$ cat config.mk
export PLATFORM = sky130hd
export DESIGN_NAME = bcpt_way_unit
export DESIGN_NICKNAME = d
export VERILOG_FILES = /design/src/hw/rtl/assert_macros.svh /design/src/hw/rtl/bcpt_pkg.sv /design/src/hw/rtl/bcpt_way_unit.sv
export SDC_FILE = /design/constraint.sdc
export NUM_CORES = 1
export LEC_CHECK = 0
export BUFFER_PORTS_ARGS = -buffer_cell sky130_fd_sc_hd__buf_4
export CORE_MARGIN = 10
export CORE_UTILIZATION = 38
export DETAILED_ROUTE_END_ITERATION = 7
export PLACE_DENSITY = 0.81
export SYNTH_ARGS = -nofsm -noshare
export SYNTH_HDL_FRONTEND = slang
export SYNTH_SLANG_ARGS = --single-unit
$ cat constraint.sdc
create_clock -name vclk -period 1.3
set_input_delay 0.065 -clock vclk [all_inputs]
set_output_delay 0.065 -clock vclk [all_outputs]
set_load 0.01 [all_outputs]
$ cat src/hw/rtl/assert_macros.svh
// Assertion macros used by the top level of the tag store.
`ifndef ASSERT_MACROS_SVH
`define ASSERT_MACROS_SVH
`ifndef SYNTHESIS
`define BCPT_ASSERT(label, clk, rst, prop, msg) \
  label: assert property (@(posedge clk) disable iff (rst) prop) else $error(msg);
`define BCPT_ASSERT_ALWAYS(label, clk, prop, msg) \
  label: assert property (@(posedge clk) prop) else $error(msg);
`else
`define BCPT_ASSERT(label, clk, rst, prop, msg)
`define BCPT_ASSERT_ALWAYS(label, clk, prop, msg)
`endif
`endif

$ cat src/hw/rtl/bcpt_pkg.sv
// Package with the constants, sequencer states and control types of the tag store.
package bcpt_pkg;

  localparam int DEF_WAYS        = 8;
  localparam int DEF_SET_BITS    = 6;
  localparam int DEF_OFFSET_BITS = 6;
  localparam int ADDR_W          = 32;
  localparam int REUSE_W         = 4;
  localparam int THR_W           = 8;

  localparam logic [REUSE_W-1:0] REUSE_MAX = 4'd15;
  localparam logic [THR_W-1:0]   THR_RESET = 8'd32;

  typedef enum logic [2:0] {
    ST_CLEAR,
    ST_IDLE,
    ST_LOAD,
    ST_SCAN,
    ST_APPLY,
    ST_WRITE
  } state_t;

  typedef struct packed {
    logic is_hit;
    logic ins_mru;
    logic target;
  } way_ctl_t;

endpackage

$ cat src/hw/rtl/bcpt_way_unit.sv
// Shared per-way unit: tag compare and victim test, then the age, reuse and fill update of one way.
module bcpt_way_unit #(
  parameter int WAYS  = bcpt_pkg::DEF_WAYS,
  parameter int TAG_W = 20,
  parameter int AGE_W = 3
) (
  input  bcpt_pkg::way_ctl_t              ctl,
  input  logic                            v_in,
  input  logic [TAG_W-1:0]                tag_in,
  input  logic [AGE_W-1:0]                age_in,
  input  logic [bcpt_pkg::REUSE_W-1:0]    reuse_in,
  input  logic [TAG_W-1:0]                lookup_tag,
  input  logic [AGE_W-1:0]                hit_age,
  output logic                            tag_match,
  output logic                            victim_ok,
  output logic                            v_out,
  output logic [TAG_W-1:0]                tag_out,
  output logic [AGE_W-1:0]                age_out,
  output logic [bcpt_pkg::REUSE_W-1:0]    reuse_out
);

  localparam logic [AGE_W-1:0] LRU_AGE = AGE_W'(WAYS - 1);

  logic [AGE_W-1:0] age_inc;

  assign age_inc   = age_in + AGE_W'(1);
  assign tag_match = v_in && (tag_in == lookup_tag);
  assign victim_ok = !v_in || (age_in == LRU_AGE);

  always_comb begin
    v_out     = v_in;
    tag_out   = tag_in;
    age_out   = age_in;
    reuse_out = reuse_in;
    if (ctl.is_hit) begin
      if (ctl.target) begin
        age_out = '0;
        if (reuse_in != bcpt_pkg::REUSE_MAX) begin
          reuse_out = reuse_in + bcpt_pkg::REUSE_W'(1);
        end
      end else if (v_in && (age_in < hit_age)) begin
        age_out = age_inc;
      end
    end else begin
      if (ctl.target) begin
        v_out     = 1'b1;
        tag_out   = lookup_tag;
        reuse_out = '0;
        age_out   = ctl.ins_mru ? '0 : LRU_AGE;
      end else if (ctl.ins_mru && v_in) begin
        age_out = age_inc;
      end
    end
  end

endmodule
==> key figures <==
Place
  • Hpwl dp: between 3000 and 4000 µm
  • Port-buffer cells: 84
  • Dpl ws: -0.0681 ns
  • Gpl congestion: 0.779

Global routing
  • Met1 usage: between 10 and 15%
  • Global-route wire length before repair: between 5000 and 6000 µm
  • Met3 Usage GRT: between 10% and 20%
  • Global route hottest layer: met2
  • Initial antenna violation count: 0
  • Total track usage: about 16%
  • Largest net degree at the start of global routing: 13
  • Number of global-route vias before repair: 1291
  • GR Overflow Total: 0
  • GR Util met2: 29.7%

Drt
  • DR vias/cell: roughly 5.3
  • Routed Antenna Nets: 0
  • TritonRoute pass-1 iters: 4
  • Via count: between 1000 and 1500
  • Routed length per placed instance: 17.4 µm
  • First DRT Iteration DRCs: 31
  • Routed wire length: 3690 µm
  • DR DRC count: 0

Timing
  • Tmin final: approximately 1.3 ns
  • Final count of hold timing violations: 0
  • Worst Max-Slew Pin Slew: 0.353 ns
  • Crit share post-route: a little under 100%
  • Post-route setup slack: between 0.006 and 0.007 ns
  • RSZ-0062 raised after global routing: yes
  • Final setup violation count: 0
  • Max Fclk: around 770 MHz
  • Worst rel slew slack: between 70% and 80%
  • Max Slew Vio Count: 0

Final layout
  • Register area: 0 µm²
  • Area of the multi-input gates: between 800 and 900 µm²
  • CLK BUF: 0
  • Nets: approximately 250
  • Core Util, Final: about four fifths
  • Share of layout cells above drive strength 1: between 60% and 70%
  • Area growth syn-to-layout: 93.3%
  • Filler Cell Count: between 100 and 150
  • Seq_cells: 0
  • Diode count: 0

Pwr
  • Peak supply drop: roughly 0.00026 V
  • Power, Total: 0.000612 W
  • Power per cell area: 384 nW/µm²
  • Leakage: between 0.7 and 0.8 nW

Min path
  • WHS Path Cells: 3
  • Worst Hold Class: input pin to output pin
  • Min-delay src: tag_in[13]
  • Worst hold endpoint: tag_out[13]

Floorplanning
  • # rows: 16
  • Initial Util: 41.1%
  • DIE AREA: between 4000 and 5000 µm²
  • Chip width: between 60 and 70 µm
  • Core area: 2000 µm²
  • # IOs: 84
  • Die Y-Extent: roughly 67 µm

Setup path
  • Worst setup SP type: input pin
  • Delay-heaviest family, CP: compound AO/OA/AOI/OAI gates
  • CP Cell Sequence: buf_8, ha_4, nand2_4, o2111ai_4, mux2i_1, o22ai_1, buf_4
  • CP required: 1.24 ns
  • CP max FO: 3
  • Worst Setup End Kind: output pin
  • Kind of critical path: input pin to output pin
  • Crit path buf inv count: 2
  • CP max stage delay: around 0.27 ns
  • CP max stage cell: ha_4
  • WP data arrival: around 1.2 ns

Job
  • Max cap viols: 0

Run status
  • Status: complete, no violations

Synth
  • Cell count after synthesis: slightly above 100
  • YS warnings: 0
  • Part of the Yosys area used for sequential elements: 0%
  • Synth cell types: 31
  • Avg Cell Area, Syn: approximately 8.2 µm²
  • Cell area after synthesis: 823 µm²
  • Post-synth net total: 160
-- Yosys cell counts --
cell type / number / area (µm²)
a2111oi_0: 1 / 8.76
a21oi_1: 4 / 20.0
a221oi_1: 2 / 17.5
a22o_1: 1 / 8.76
a41oi_1: 1 / 8.76
and3_1: 1 / 6.26
buf_2: 1 / 5.00
buf_4: 3 / 22.5
ha_1: 5 / 62.6
inv_1: 4 / 15.0
inv_2: 1 / 3.75
mux2_1: 6 / 67.6
mux2_2: 14 / 158
mux2i_1: 2 / 20.0
nand2_1: 5 / 18.8
nand2b_1: 1 / 6.26
nand3_1: 4 / 20.0
nand4_1: 3 / 18.8
nor2_1: 4 / 15.0
nor2_4: 1 / 11.3
nor2b_2: 1 / 8.76
nor3_1: 1 / 5.00
nor4_1: 2 / 12.5
nor4_2: 1 / 12.5
o2111ai_4: 1 / 26.3
o21ai_0: 5 / 25.0
o22ai_1: 2 / 12.5
or2_2: 1 / 6.26
or2b_1: 1 / 7.51
xnor2_1: 12 / 105
xor2_1: 10 / 87.6
-- cells in the final DEF, fill, tap and decap left out, drive strengths merged --
master | synthesis | routed
mux2i | 2 | 2
ha | 5 | 5
a21oi | 4 | 4
or2b | 1 | 1
xnor2 | 12 | 12
o21ai | 5 | 5
inv | 5 | 5
nor4 | 3 | 3
a2111oi | 1 | 1
nand2b | 1 | 1
a22o | 1 | 1
a221oi | 2 | 2
mux2 | 20 | 20
nor2b | 1 | 1
nand4 | 3 | 3
or2 | 1 | 1
nor3 | 1 | 1
and3 | 1 | 1
o22ai | 2 | 2
xor2 | 10 | 10
o2111ai | 1 | 1
nand2 | 5 | 5
nand3 | 4 | 4
nor2 | 5 | 5
buf | 4 | 88
a41oi | 1 | 1
-- metrics by stage --
| step | hold WS [ns] | TNS (ns) | cell area [µm²] | cells |
|---|---|---|---|---|
| 2_1_floorplan | 0.237 | 0 | 823 | 101 |
| 3_3_place_gp | 0.442 | 0 | 1500 | 212 |
| 3_5_place_dp | 0.442 | -0.105 | 1500 | 212 |
| 4_1_cts | 0.447 | -0.00197 | 1550 | 212 |
| 5_1_grt | 0.460 | -0.113 | 1590 | 212 |
| 6_report | 0.443 | 0 | 1590 | 212 |
-- layout make-up --
cell class | instances | share of cell area [%]
repair buffers | 88 | 43.9
multi-input cells | 92 | 52.4
well taps | 27 | 2.12
inverters | 5 | 1.49
-- power breakdown --
group | switching [W] | internal (W)
registers | 0 | 0
clock network | 0 | 0
logic | 0.000260 | 0.000352
total | 0.000260 | 0.000352
-- worst max-delay path by stage --
stage          startpoint          to  slack [ns]  cells after the start
2_1_floorplan  hit_age[2]  age_out[0]        0.17                      6
3_3_place_gp    age_in[2]  age_out[1]       0.006                      7
3_5_place_dp    age_in[2]  age_out[1]       -0.07                      7
4_1_cts        hit_age[1]  age_out[1]      -0.002                      8
5_1_grt         tag_in[3]   tag_match       -0.04                      6
6_report        age_in[2]  age_out[1]       0.007                      7
-- logic make-up after synthesis --
kind of cell / after synthesis / share of synthesized area, %
adder cells (fa/ha/maj): 5 / 7.60
AO/OA/AOI/OAI: 17 / 15.5
AND/OR/NAND/NOR: 26 / 18.1
XOR/XNOR: 22 / 23.4
multiplexers: 22 / 29.8
buffers and inverters: 9 / 5.62
-- metal layers --
metal	vias up	wire length (µm)
met2	71	1860
met1	496	1190
li1	541	-
met3	6	572
met4	0	62
met5	-	0
-- repair_timing --
| item | in CTS | in global routing |
|---|---|---|
| gates resized for setup | 10 | 9 |
| pin swaps | 5 | 3 |
| hold buffers | 0 | 0 |
| setup buffers | 0 | 0 |
| endpoints found under the setup margin | 2 | 4 |
No activity file was read; power rests on OpenSTA's default activity.
